==> config.mk <==
export PLATFORM = sky130hd
export DESIGN_NAME = ile_front
export DESIGN_NICKNAME = d
export VERILOG_FILES = /design/src/hw/rtl/ile_pkg.sv /design/src/hw/rtl/ile_front.sv
export SDC_FILE = /design/constraint.sdc
export NUM_CORES = 1
export LEC_CHECK = 0
export BUFFER_PORTS_ARGS = -buffer_cell sky130_fd_sc_hd__buf_2
export CAP_MARGIN = 20
export CELL_PAD_IN_SITES_DETAIL_PLACEMENT = 1
export CELL_PAD_IN_SITES_GLOBAL_PLACEMENT = 1
export CORE_MARGIN = 2
export CORE_UTILIZATION = 45
export CTS_BUF_LIST = sky130_fd_sc_hd__clkbuf_2 sky130_fd_sc_hd__clkbuf_4 sky130_fd_sc_hd__clkbuf_8
export DETAILED_ROUTE_END_ITERATION = 8
export PLACE_DENSITY_LB_ADDON = 0.12
export SETUP_SLACK_MARGIN = 0.1
export SLEW_MARGIN = 15
export SYNTH_ARGS = -nofsm -noshare
export SYNTH_HDL_FRONTEND = slang
export SYNTH_SLANG_ARGS = --single-unit
==> constraint.sdc <==
create_clock -name clk -period 3.2 [get_ports clk]
set_input_delay 0.32 -clock clk [delete_from_list [all_inputs] [get_ports clk]]
set_output_delay 0.32 -clock clk [all_outputs]
set_load 0.02 [all_outputs]
==> src/hw/rtl/ile_pkg.sv <==
// Shared types, codes and sizes for the indexed list engine.
`default_nettype none
package ile_pkg;

  localparam int CAPACITY = 256;
  localparam int SLOT_W   = 8;
  localparam int CNT_W    = SLOT_W + 1;
  localparam int HANDLE_W = 32;
  localparam int OPC_W    = 3;
  localparam int KIND_W   = 3;

  // Opcodes as they arrive on the request channel.
  localparam logic [OPC_W-1:0] OPC_APPEND = 3'd0;
  localparam logic [OPC_W-1:0] OPC_REMOVE = 3'd1;
  localparam logic [OPC_W-1:0] OPC_GET    = 3'd2;
  localparam logic [OPC_W-1:0] OPC_SEARCH = 3'd3;
  localparam logic [OPC_W-1:0] OPC_CLEAR  = 3'd4;
  localparam logic [OPC_W-1:0] OPC_SIZE   = 3'd5;

  // Command kinds after classification in the front end.
  localparam logic [KIND_W-1:0] K_APPEND = 3'd0;
  localparam logic [KIND_W-1:0] K_REMOVE = 3'd1;
  localparam logic [KIND_W-1:0] K_GET    = 3'd2;
  localparam logic [KIND_W-1:0] K_SEARCH = 3'd3;
  localparam logic [KIND_W-1:0] K_CLEAR  = 3'd4;
  localparam logic [KIND_W-1:0] K_SIZE   = 3'd5;
  localparam logic [KIND_W-1:0] K_BAD    = 3'd6;

  typedef struct packed {
    logic [OPC_W-1:0]    opcode;
    logic [SLOT_W-1:0]   position;
    logic [HANDLE_W-1:0] handle_in;
  } in_req_t;

  typedef struct packed {
    logic                ok;
    logic [HANDLE_W-1:0] handle_out;
    logic [SLOT_W-1:0]   found_index;
    logic [CNT_W-1:0]    count;
  } out_rsp_t;

  typedef struct packed {
    logic [KIND_W-1:0]   kind;
    logic [SLOT_W-1:0]   position;
    logic [HANDLE_W-1:0] handle;
  } cmd_t;

endpackage
`default_nettype wire

==> src/hw/rtl/ile_front.sv <==
// Front end: accepts requests, classifies them and queues them for the back end.
`default_nettype none
module ile_front (
  input  wire logic             clk,
  input  wire logic             rst_n,
  input  wire logic             in_valid,
  output logic                  in_stall,
  input  wire ile_pkg::in_req_t in_req,
  output logic                  cmd_valid,
  output ile_pkg::cmd_t         cmd,
  input  wire logic             cmd_pop
);

  ile_pkg::cmd_t q_r [2];
  logic          wp_r, rp_r;
  logic [1:0]    cnt_r;
  logic          push;
  ile_pkg::cmd_t cls;

  // Map the opcode to a command kind; unknown codes become a no-op kind.
  always_comb begin
    cls.position = in_req.position;
    cls.handle   = in_req.handle_in;
    unique case (in_req.opcode)
      ile_pkg::OPC_APPEND: cls.kind = ile_pkg::K_APPEND;
      ile_pkg::OPC_REMOVE: cls.kind = ile_pkg::K_REMOVE;
      ile_pkg::OPC_GET:    cls.kind = ile_pkg::K_GET;
      ile_pkg::OPC_SEARCH: cls.kind = ile_pkg::K_SEARCH;
      ile_pkg::OPC_CLEAR:  cls.kind = ile_pkg::K_CLEAR;
      ile_pkg::OPC_SIZE:   cls.kind = ile_pkg::K_SIZE;
      default:             cls.kind = ile_pkg::K_BAD;
    endcase
  end

  assign in_stall  = (cnt_r == 2'd2);
  assign push      = in_valid && !in_stall;
  assign cmd_valid = (cnt_r != 2'd0);
  assign cmd       = q_r[rp_r];

  // Two-entry command queue.
  always_ff @(posedge clk) begin
    if (!rst_n) begin
      wp_r  <= 1'b0;
      rp_r  <= 1'b0;
      cnt_r <= 2'd0;
    end else begin
      if (push) begin
        wp_r <= !wp_r;
      end
      if (cmd_pop) begin
        rp_r <= !rp_r;
      end
      if (push && !cmd_pop) begin
        cnt_r <= cnt_r + 2'd1;
      end else if (!push && cmd_pop) begin
        cnt_r <= cnt_r - 2'd1;
      end
    end
  end

  always_ff @(posedge clk) begin
    if (push) begin
      q_r[wp_r] <= cls;
    end
  end

endmodule
`default_nettype wire

==> impl_metrics.json, run 1 <==
{
  "synthFlopType": "edfxtp_1",
  "synthesis.nets": 210,
  "insertedDiodeCount": 0,
  "grt_max_degree": 45,
  "syn-cell-area_mm2": 0.00337,
  "initial_core_util_pct": 46.5,
  "cts.reportedPaths.clkPinSlew_ns": 0.09,
  "mean_instance_size_in_the_synthesized_netlist_um2": 20.8,
  "setup.worst_path.class": "flop to output port",
  "cp.required_ns": 2.88,
  "final_cell_area_mm2": 0.00415,
  "yosys-top-cells-area": "edfxtp_1 (77%), mux2_2 (13%), dfxtp_1 (3.0%), buf_6 (1.3%), mux2_1 (1.3%)",
  "async_flop_share_pct": 0,
  "ant_nets": 0,
  "maxSlewHeadroom_pct": 59.5,
  "postCtsResizedCells": 0,
  "final_setup_tns_ns": 0,
  "cts_max_level": 3,
  "place.port_buffers": 91,
  "ys_types": 23,
  "post_route_cells_drive_above_1_share_pct": 58.3,
  "place.gp.congestion": 0.650,
  "worstPathBufferInverterCount": 2,
  "worst_setup_path_start_kind": "flop",
  "grt_first_pass_wirelength_um": 9630,
  "tightest_slew_ns": 0.607,
  "synth.ff_latch_count": 91,
  "worst_setup_path_end_kind": "output port",
  "post_route_fraction_of_the_period_consumed_by_the_critical_path_pct": 67.6,
  "hold_path.class": "primary input to flop",
  "clk_path_buf_depth": 2,
  "dieHeight_um": 90.5,
  "met2_usage_pct": 26.3,
  "clock-sinks": 91,
  "placement_rows": 31,
  "pwr_density_cell_mw_per_mm2": 668,
  "grt_pass1_vias": 1892,
  "postCtsHoldBufs": 0,
  "grt_antenna_before_repair": 0,
  "met1_resource_use_gr_pct": 18.4,
  "detailedRoute.firstIterationViolations": 83,
  "fmax_mhz": 462,
  "clock_latency_ns": 0.34,
  "grt_remaining_overflow": 0,
  "outcome": "finished, final reports clean",
  "cp_top_family": "flip-flops",
  "worst_ep_arrival_time_ns": 1.84,
  "drt_pre_antenna_iters": 3,
  "timing.clock.skew_ns": 0.00905,
  "netlist_top_cells_count": "edfxtp_1 (86), mux2_2 (39), dfxtp_1 (5)",
  "report.final.setup_viol": 0,
  "coreArea_mm2": 0.00725,
  "rsz0062_at_grt": "false",
  "hold_violations": 0,
  "die_w_um": 90.5,
  "worst-path-max-fanout": 21,
  "cts_setup_buffers": 0,
  "worst_ir_drop_vdd_mv": 0.325,
  "area_delta_synth_final_pct": 23.1,
  "cts_buffers": 9,
  "grt.total_usage_pct": 15.6,
  "maxCapViolations": 0,
  "final_net_count": 309,
  "cts_tree": "done",
  "netlist_instances": 162,
  "synth_most_common_cell": "edfxtp_1",
  "fp.dieArea_mm2": 0.00820,
  "io_pins": 92,
  "total_power_w": 0.00277,
  "yosysSeqAreaShare_pct": 79.6,
  "grt_util_met3_pct": 4.51,
  "detailed_place.area_mm2": 0.00393,
  "top_usage_layer": "met2",
  "timing.final.max_slew_violations": 0,
  "drc": 0,
  "yosys.area.top_type": "edfxtp_1",
  "postLayoutCoreUtil_pct": 57.2,
  "per_cell_routed_wire_length_um": 16.7,
  "post_detailed_route_via_to_cell_ratio": 4.75,
  "timing.critical_path.slowest_stage_cell": "dfxtp_2",
  "critical_path_cell_list": "buf_4, mux2_2, buf_2",
  "clock-root-buffer": "clkbuf_8",
  "synth_edf_count": 86,
  "detailroute.via_count": 1734,
  "post_layout_minimum_cycle_time_ns": 2.16,
  "slowest_delay_ns": 0.66,
  "cellLeakagePower_nw": 1.57,
  "yosys.area.top_type_share_pct": 76.6,
  "dp_hpwl_um": 4120,
  "yosysWarningCount": 0,
  "drt-total-wl_um": 6110
}
-- power breakdown --
group,switching (W),internal [W]
Combinational,0.000278,0.000183
Sequential,0.0000436,0.00144
Clock,0.000368,0.000455
-- metal layers --
| layer | part of all wire [%] | vias to the layer above | routed length (µm) |
|---|---|---|---|
| li1 | - | 821 | - |
| met1 | 42 | 853 | 2550 |
| met2 | 51 | 53 | 3120 |
| met3 | 5.5 | 7 | 336 |
| met4 | 1.6 | 0 | 97 |
| met5 | 0 | - | 0 |
-- cell usage in the layout, fill, tap and decap left out, types with 2 or more instances in the layout --
master     count
and2_1         3
dfxtp_1        4
buf_4          4
bufinv_16      2
a21boi_0       2
clkbuf_4       2
edfxtp_1      86
mux2_1         4
buf_2         91
xor2_1         2
inv_1          2
mux2_2        39
clkbuf_8       9
-- per-stage QoR --
stage | worst slack, ns | hold slack (ns) | instances
6_report | 1.04 | 0.165 | 365
5_1_grt | 0.910 | 0.145 | 365
4_1_cts | 0.962 | 0.143 | 365
3_5_place_dp | 1.33 | 0.513 | 349
3_3_place_gp | 1.37 | 0.498 | 349
2_1_floorplan | 0.479 | 0.419 | 162
-- final timing paths --
kind / cells past startpoint / endpoint / slack (ns) / startpoint
setup reg to reg: 3 / q_r[1][33] / 1.35 / cnt_r[0]
hold reg to reg: 2 / cnt_r[1] / 0.53 / cnt_r[1]
hold / removal: 1 / q_r[0][34] / 0.17 / in_req[34]
setup / recovery: 3 / cmd[13] / 1.04 / flop
-- cell type report --
| class | count | area, µm² |
|---|---|---|
| multi-input cells | 61 | 626 |
| clock buffers | 11 | 139 |
| well taps | 99 | 124 |
| clock inverters | 5 | 77.6 |
| repair buffers | 95 | 485 |
| inverters | 3 | 11.3 |
| flip-flops and latches | 91 | 2680 |
| fillers | 705 | 3110 |
-- logic make-up after synthesis --
group | Yosys count | synth area share [%]
DFF | 91 | 79.6
muxes | 43 | 14.4
buffers and inverters | 10 | 2.04
and+or+nand+nor | 9 | 1.78
AOI/OAI and AO/OA | 5 | 1.04
xor gates and xnor gates | 3 | 0.780
adders and majority gates | 1 | 0.371
-- sequential cells by signal (all words and copies together) (netlist names), named ones only --
name	flops
cnt_r	2
wp_r	1
rp_r	1
q_r	86
(Power assumes the default switching activity.)
==> run 2, diff against run 1 <==
==> constraint.sdc (replaced) <==
create_clock -name clk -period 2.2 [get_ports clk]
set_input_delay 0.22 -clock clk [delete_from_list [all_inputs] [get_ports clk]]
set_output_delay 0.22 -clock clk [all_outputs]
set_load 0.02 [all_outputs]
==> impl_metrics.json, run 2 (same netlist as run 1, synthesis figures left out) <==
{
  "insertedDiodeCount": 0,
  "total_power_w": 0.00415,
  "place_inst": 351,
  "clock_latency_ns": 0.34,
  "share_seq_of_total_power_pct": 51.5,
  "grt_first_pass_wirelength_um": 9730,
  "cts_buffers": 9,
  "place.gp.congestion": 0.763,
  "ant_nets": 0,
  "final_cell_area_mm2": 0.00419,
  "coreArea_mm2": 0.00725,
  "per_cell_routed_wire_length_um": 16.7,
  "worst_ep_arrival_time_ns": 1.53,
  "hold_path.class": "primary input to flop",
  "worst_setup_path_start_kind": "flop",
  "post_detailed_route_via_to_cell_ratio": 4.74,
  "instances_no_fill": 367,
  "grt_pass1_vias": 1937,
  "pwr_density_cell_mw_per_mm2": 993,
  "power_frac_clock_pct": 31.8,
  "drt_pre_antenna_iters": 4,
  "clock-sinks": 91,
  "holdPathStages": 1,
  "grt.total_usage_pct": 16.0,
  "fp.dieArea_mm2": 0.00820,
  "cts_setup_buffers": 0,
  "biggestRegsByFlops": "q_r x86, cnt_r x2",
  "dieHeight_um": 90.5,
  "io_pins": 92,
  "ff2ff_setup_slack_ns": 0.64,
  "most-common-layout-cells": "buf_2 (91), edfxtp_1 (86), mux2_2 (39)",
  "crit-reg2reg-launch": "cnt_r[0]",
  "worst-path-max-fanout": 22,
  "fmax_mhz": 572,
  "maxCapViolations": 0,
  "report.final.setup_viol": 0,
  "switching_power_w": 0.00101,
  "hp-start": "in_req[6]",
  "grt_max_degree": 35,
  "critical_path.endpoint": "cmd[34]",
  "hold_violations": 0,
  "pwr-share-comb_pct": 16.7,
  "area_delta_synth_final_pct": 24.2,
  "fin_ws_ns": 0.450,
  "cp.required_ns": 1.98,
  "netSwitchingFraction_pct": 24.3,
  "rr_endpoint": "cnt_r[1]",
  "postCtsHoldBufs": 0,
  "post_layout_minimum_cycle_time_ns": 1.75,
  "rsz0062_at_grt": "false",
  "initial_core_util_pct": 46.5,
  "clk_path_buf_depth": 2,
  "final_setup_tns_ns": 0,
  "place.port_buffers": 91,
  "detailroute.via_count": 1740,
  "detailed_place.area_mm2": 0.00395,
  "internal-power_w": 0.00314,
  "largest_register_ff_count": 86,
  "placement_rows": 31,
  "postCtsResizedCells": 0,
  "final_net_count": 311,
  "layout.cells.most_common": "buf_2",
  "total_of_fill_cells_in_the_finished_design": 704,
  "grt_remaining_overflow": 0,
  "timing.final.max_slew_violations": 0,
  "cts.reportedPaths.clkPinSlew_ns": 0.08,
  "post_route_fraction_of_the_period_consumed_by_the_critical_path_pct": 79.5,
  "timing.clock.skew_ns": 0.00610,
  "worst_ir_drop_vdd_mv": 0.537,
  "dp_hpwl_um": 4170,
  "cts_tree": "done",
  "maxSlewHeadroom_pct": 68.2,
  "detailedRoute.firstIterationViolations": 62,
  "outcome": "finished, final reports clean",
  "die_w_um": 90.5,
  "pre_cts_ws_ns": 0.630,
  "cellLeakagePower_nw": 1.59,
  "drc": 0,
  "post_route_cells_drive_above_1_share_pct": 58.6,
  "drt-total-wl_um": 6140,
  "cts_max_level": 3,
  "setup.worst_path.class": "flop to output port",
  "r2r_cell_count": 6,
  "worst_setup_path_end_kind": "output port",
  "registers.top_by_ff_count": "q_r",
  "tightest_slew_ns": 0.477,
  "clock-root-buffer": "clkbuf_8",
  "grt_antenna_before_repair": 0
}
run 2: final cells by class:
class | instances | area, µm² | share of cell area, %
repair buffers | 97 | 500 | 12.0
flip-flops and latches | 91 | 2680 | 64.1
inverters | 3 | 11.3 | 0.269
clock inverters | 5 | 101 | 2.42
clock buffers | 11 | 139 | 3.32
well taps | 99 | 124 | 2.96
multi-input cells | 61 | 626 | 14.9
run 2: per-layer routing:
layer / wire length (µm) / vias to the layer above / GRT usage (%)
li1: - / 823 / -
met4: 96 / 0 / 8.59
met3: 374 / 8 / 4.67
met5: 0 / - / 0
met2: 3320 / 56 / 28.2
met1: 2340 / 853 / 17.2
run 2: through the flow:
stage,util (%),hold WS (ns)
finish,57.7,0.0632
global route,57.7,0.0368
CTS,57.7,0.0353
detailed placement,54.4,0.412
global placement,54.4,0.407
floorplan,-,0.319
run 2: worst min-delay path by stage:
stage	to	slack, ns
floorplan	q_r[0][0]	0.32
global placement	q_r[1][18]	0.41
detailed placement	q_r[0][26]	0.41
CTS	q_r[0][26]	0.04
global route	q_r[1][12]	0.04
finish	q_r[1][6]	0.06
run 2: worst max-delay path, stage by stage (launching register included):
cell and delay [ns]:
dfxtp_2 0.34, buf_4 0.29, mux2_2 0.39, buf_2 0.16
run 2: power by group through the flow:
stage	Clock, W	Sequential, W	Combinational [W]
final	0.00132	0.00214	0.000692
after global routing	0.00142	0.00216	0.000749
after CTS	0.00136	0.00214	0.000710
after detailed placement	0	0.00218	0.000707
after global placement	0	0.00217	0.000691
after floorplan	0	0.00217	0.000468
==> run 3, diff against run 2 <==
--- a/config.mk
+++ b/config.mk
@@ -10,7 +10,7 @@
 export CELL_PAD_IN_SITES_DETAIL_PLACEMENT = 1
 export CELL_PAD_IN_SITES_GLOBAL_PLACEMENT = 1
 export CORE_MARGIN = 2
-export CORE_UTILIZATION = 45
+export CORE_UTILIZATION = 41
 export CTS_BUF_LIST = sky130_fd_sc_hd__clkbuf_2 sky130_fd_sc_hd__clkbuf_4 sky130_fd_sc_hd__clkbuf_8
 export DETAILED_ROUTE_END_ITERATION = 8
 export PLACE_DENSITY_LB_ADDON = 0.12
==> constraint.sdc (replaced) <==
create_clock -name clk -period 1.6 [get_ports clk]
set_input_delay 0.16 -clock clk [delete_from_list [all_inputs] [get_ports clk]]
set_output_delay 0.16 -clock clk [all_outputs]
set_load 0.02 [all_outputs]
==> impl_metrics.json, run 3 (same netlist as run 1, synthesis figures left out) <==
{
  "worst_ir_drop_vdd_mv": 0.628,
  "final_cell_area_mm2": 0.00483,
  "timing.final.max_slew_violations": 0,
  "postLayoutCoreUtil_pct": 59.6,
  "die_w_um": 94.7,
  "top_usage_layer": "met2",
  "detailedRoute.firstIterationViolations": 46,
  "grt_first_pass_wirelength_um": 10200,
  "grt_pass1_vias": 2056,
  "per_cell_routed_wire_length_um": 15.8,
  "drt-total-wl_um": 6560,
  "drt_pre_antenna_iters": 4,
  "place.port_buffers": 91,
  "grt_util_met3_pct": 2.95,
  "final_net_count": 353,
  "clock-sinks": 91,
  "worst_setup_path_start_kind": "flop",
  "tightest_slew_ns": 0.291,
  "hold_path.class": "primary input to flop",
  "place.gp.congestion": 0.645,
  "rsz0062_at_grt": "true",
  "pre_cts_ws_ns": 0.132,
  "outcome": "finished with violations",
  "post_layout_minimum_cycle_time_ns": 1.60,
  "ant_nets": 0,
  "registers.top_by_ff_count": "q_r",
  "cts_max_level": 3,
  "post_route_cells_drive_above_1_share_pct": 54.2,
  "maxCapViolations": 0,
  "drc": 0,
  "maxSlewHeadroom_pct": 80.4,
  "placement_rows": 33,
  "most-common-layout-cells": "edfxtp_1 (86), buf_2 (67), dlygate4sd3_1 (39)",
  "dp_hpwl_um": 4000,
  "clock-root-buffer": "clkbuf_8",
  "met1_resource_use_gr_pct": 19.5,
  "cts_buffers": 9,
  "holdPathStages": 1,
  "post_detailed_route_via_to_cell_ratio": 4.63,
  "insertedDiodeCount": 0,
  "cts_tree": "done",
  "cp.required_ns": 1.44,
  "area_delta_synth_final_pct": 43.3,
  "fmax_mhz": 625,
  "detailroute.via_count": 1922,
  "dieHeight_um": 94.7,
  "report.final.setup_viol": 1,
  "total_of_fill_cells_in_the_finished_design": 748,
  "violations": "setup timing",
  "worst_setup_path_end_kind": "output port",
  "biggestRegsByFlops": "q_r x86, cnt_r x2",
  "layout.cells.most_common": "edfxtp_1",
  "worst_ep_arrival_time_ns": 1.44,
  "grt.total_usage_pct": 15.4,
  "fp.dieArea_mm2": 0.00896,
  "coreArea_mm2": 0.00809,
  "setup.worst_path.class": "flop to output port",
  "clk_path_buf_depth": 2,
  "met2_usage_pct": 25.9,
  "r2r_cell_count": 7,
  "cts.reportedPaths.clkPinSlew_ns": 0.08,
  "pwr_density_cell_mw_per_mm2": 1150,
  "largest_register_ff_count": 86,
  "clock_latency_ns": 0.35,
  "post_route_fraction_of_the_period_consumed_by_the_critical_path_pct": 100,
  "hold_violations": 0,
  "timing.clock.skew_ns": 0.0106,
  "initial_core_util_pct": 41.6,
  "cellLeakagePower_nw": 1.85,
  "grt_max_degree": 24,
  "grt_antenna_before_repair": 0,
  "worst-path-max-fanout": 18,
  "grt_remaining_overflow": 0,
  "detailed_place.area_mm2": 0.00404,
  "fin_ws_ns": -0.0000426,
  "io_pins": 92
}
## run 3: changes by cell type in the layout (fill, tap and decap cells not counted), sizes merged
| cell | before | now |
|---|---|---|
| dlygate4sd3 | 0 | 39 |
| buf | 97 | 100 |
| bufinv | 3 | 0 |
| clkinv | 1 | 4 |
| clkbuf | 11 | 9 |
| clkinvlp | 1 | 3 |
## run 3: per-layer routing
metal  routed length [µm]  up-vias
met4                   96        0
li1                     -      910
met2                 3400       56
met5                    0        -
met1                 2780      947
met3                  280        9
## run 3: timing repair
item,in CTS,in global routing
hold buffers,39,0
endpoints found under the hold margin,76,0
buffers inserted,0,2
cloned,1,0
pin swaps,0,2
endpoints found under the setup margin,43,44
gates resized for setup,32,26
## run 3: power breakdown
| part | internal (W) | total (W) | switching (W) | leakage (nW) |
|---|---|---|---|---|
| logic | 0.000641 | 0.00128 | 0.000637 | 0.921 |
| clock network | 0.000555 | 0.00133 | 0.000771 | 0.0787 |
| registers | 0.00288 | 0.00295 | 0.0000727 | 0.846 |
| total | 0.00408 | 0.00556 | 0.00148 | 1.85 |
## run 3: final timing paths
check,start,to,slack (ns)
setup reg to reg,cnt_r[0],cnt_r[1],0.18
hold reg to reg,cnt_r[1],cnt_r[1],0.52
setup / recovery,flop,cmd[25],-0.00004
hold / removal,in_req[0],q_r[0][0],0.02
## run 3: cell type report
cell class / count / area (µm²) / share of cell area [%]
clock buffers: 9 / 124 / 2.57
clock inverters: 7 / 45.0 / 0.933
inverters: 3 / 13.8 / 0.285
multi-input cells: 61 / 703 / 14.6
flip-flops and latches: 91 / 2690 / 55.7
well taps: 105 / 131 / 2.72
repair buffers: 139 / 1120 / 23.2
## run 3: through the flow
stage,hold WS [ns],setup TNS (ns),power (W),std cells
finish,0.0202,-0.0000426,0.00556,415
global route,0.00434,-0.905,0.00582,415
CTS,0.00126,-0.417,0.00553,413
detailed placement,0.352,0,0.00403,357
global placement,0.348,0,0.00402,357
floorplan,0.259,-19.52,0.00364,162
## run 3: critical path, cell delays in order (launching register included)
cell and delay, ns:
dfxtp_4 0.41, buf_12 0.17, mux2_2 0.35, buf_4 0.16
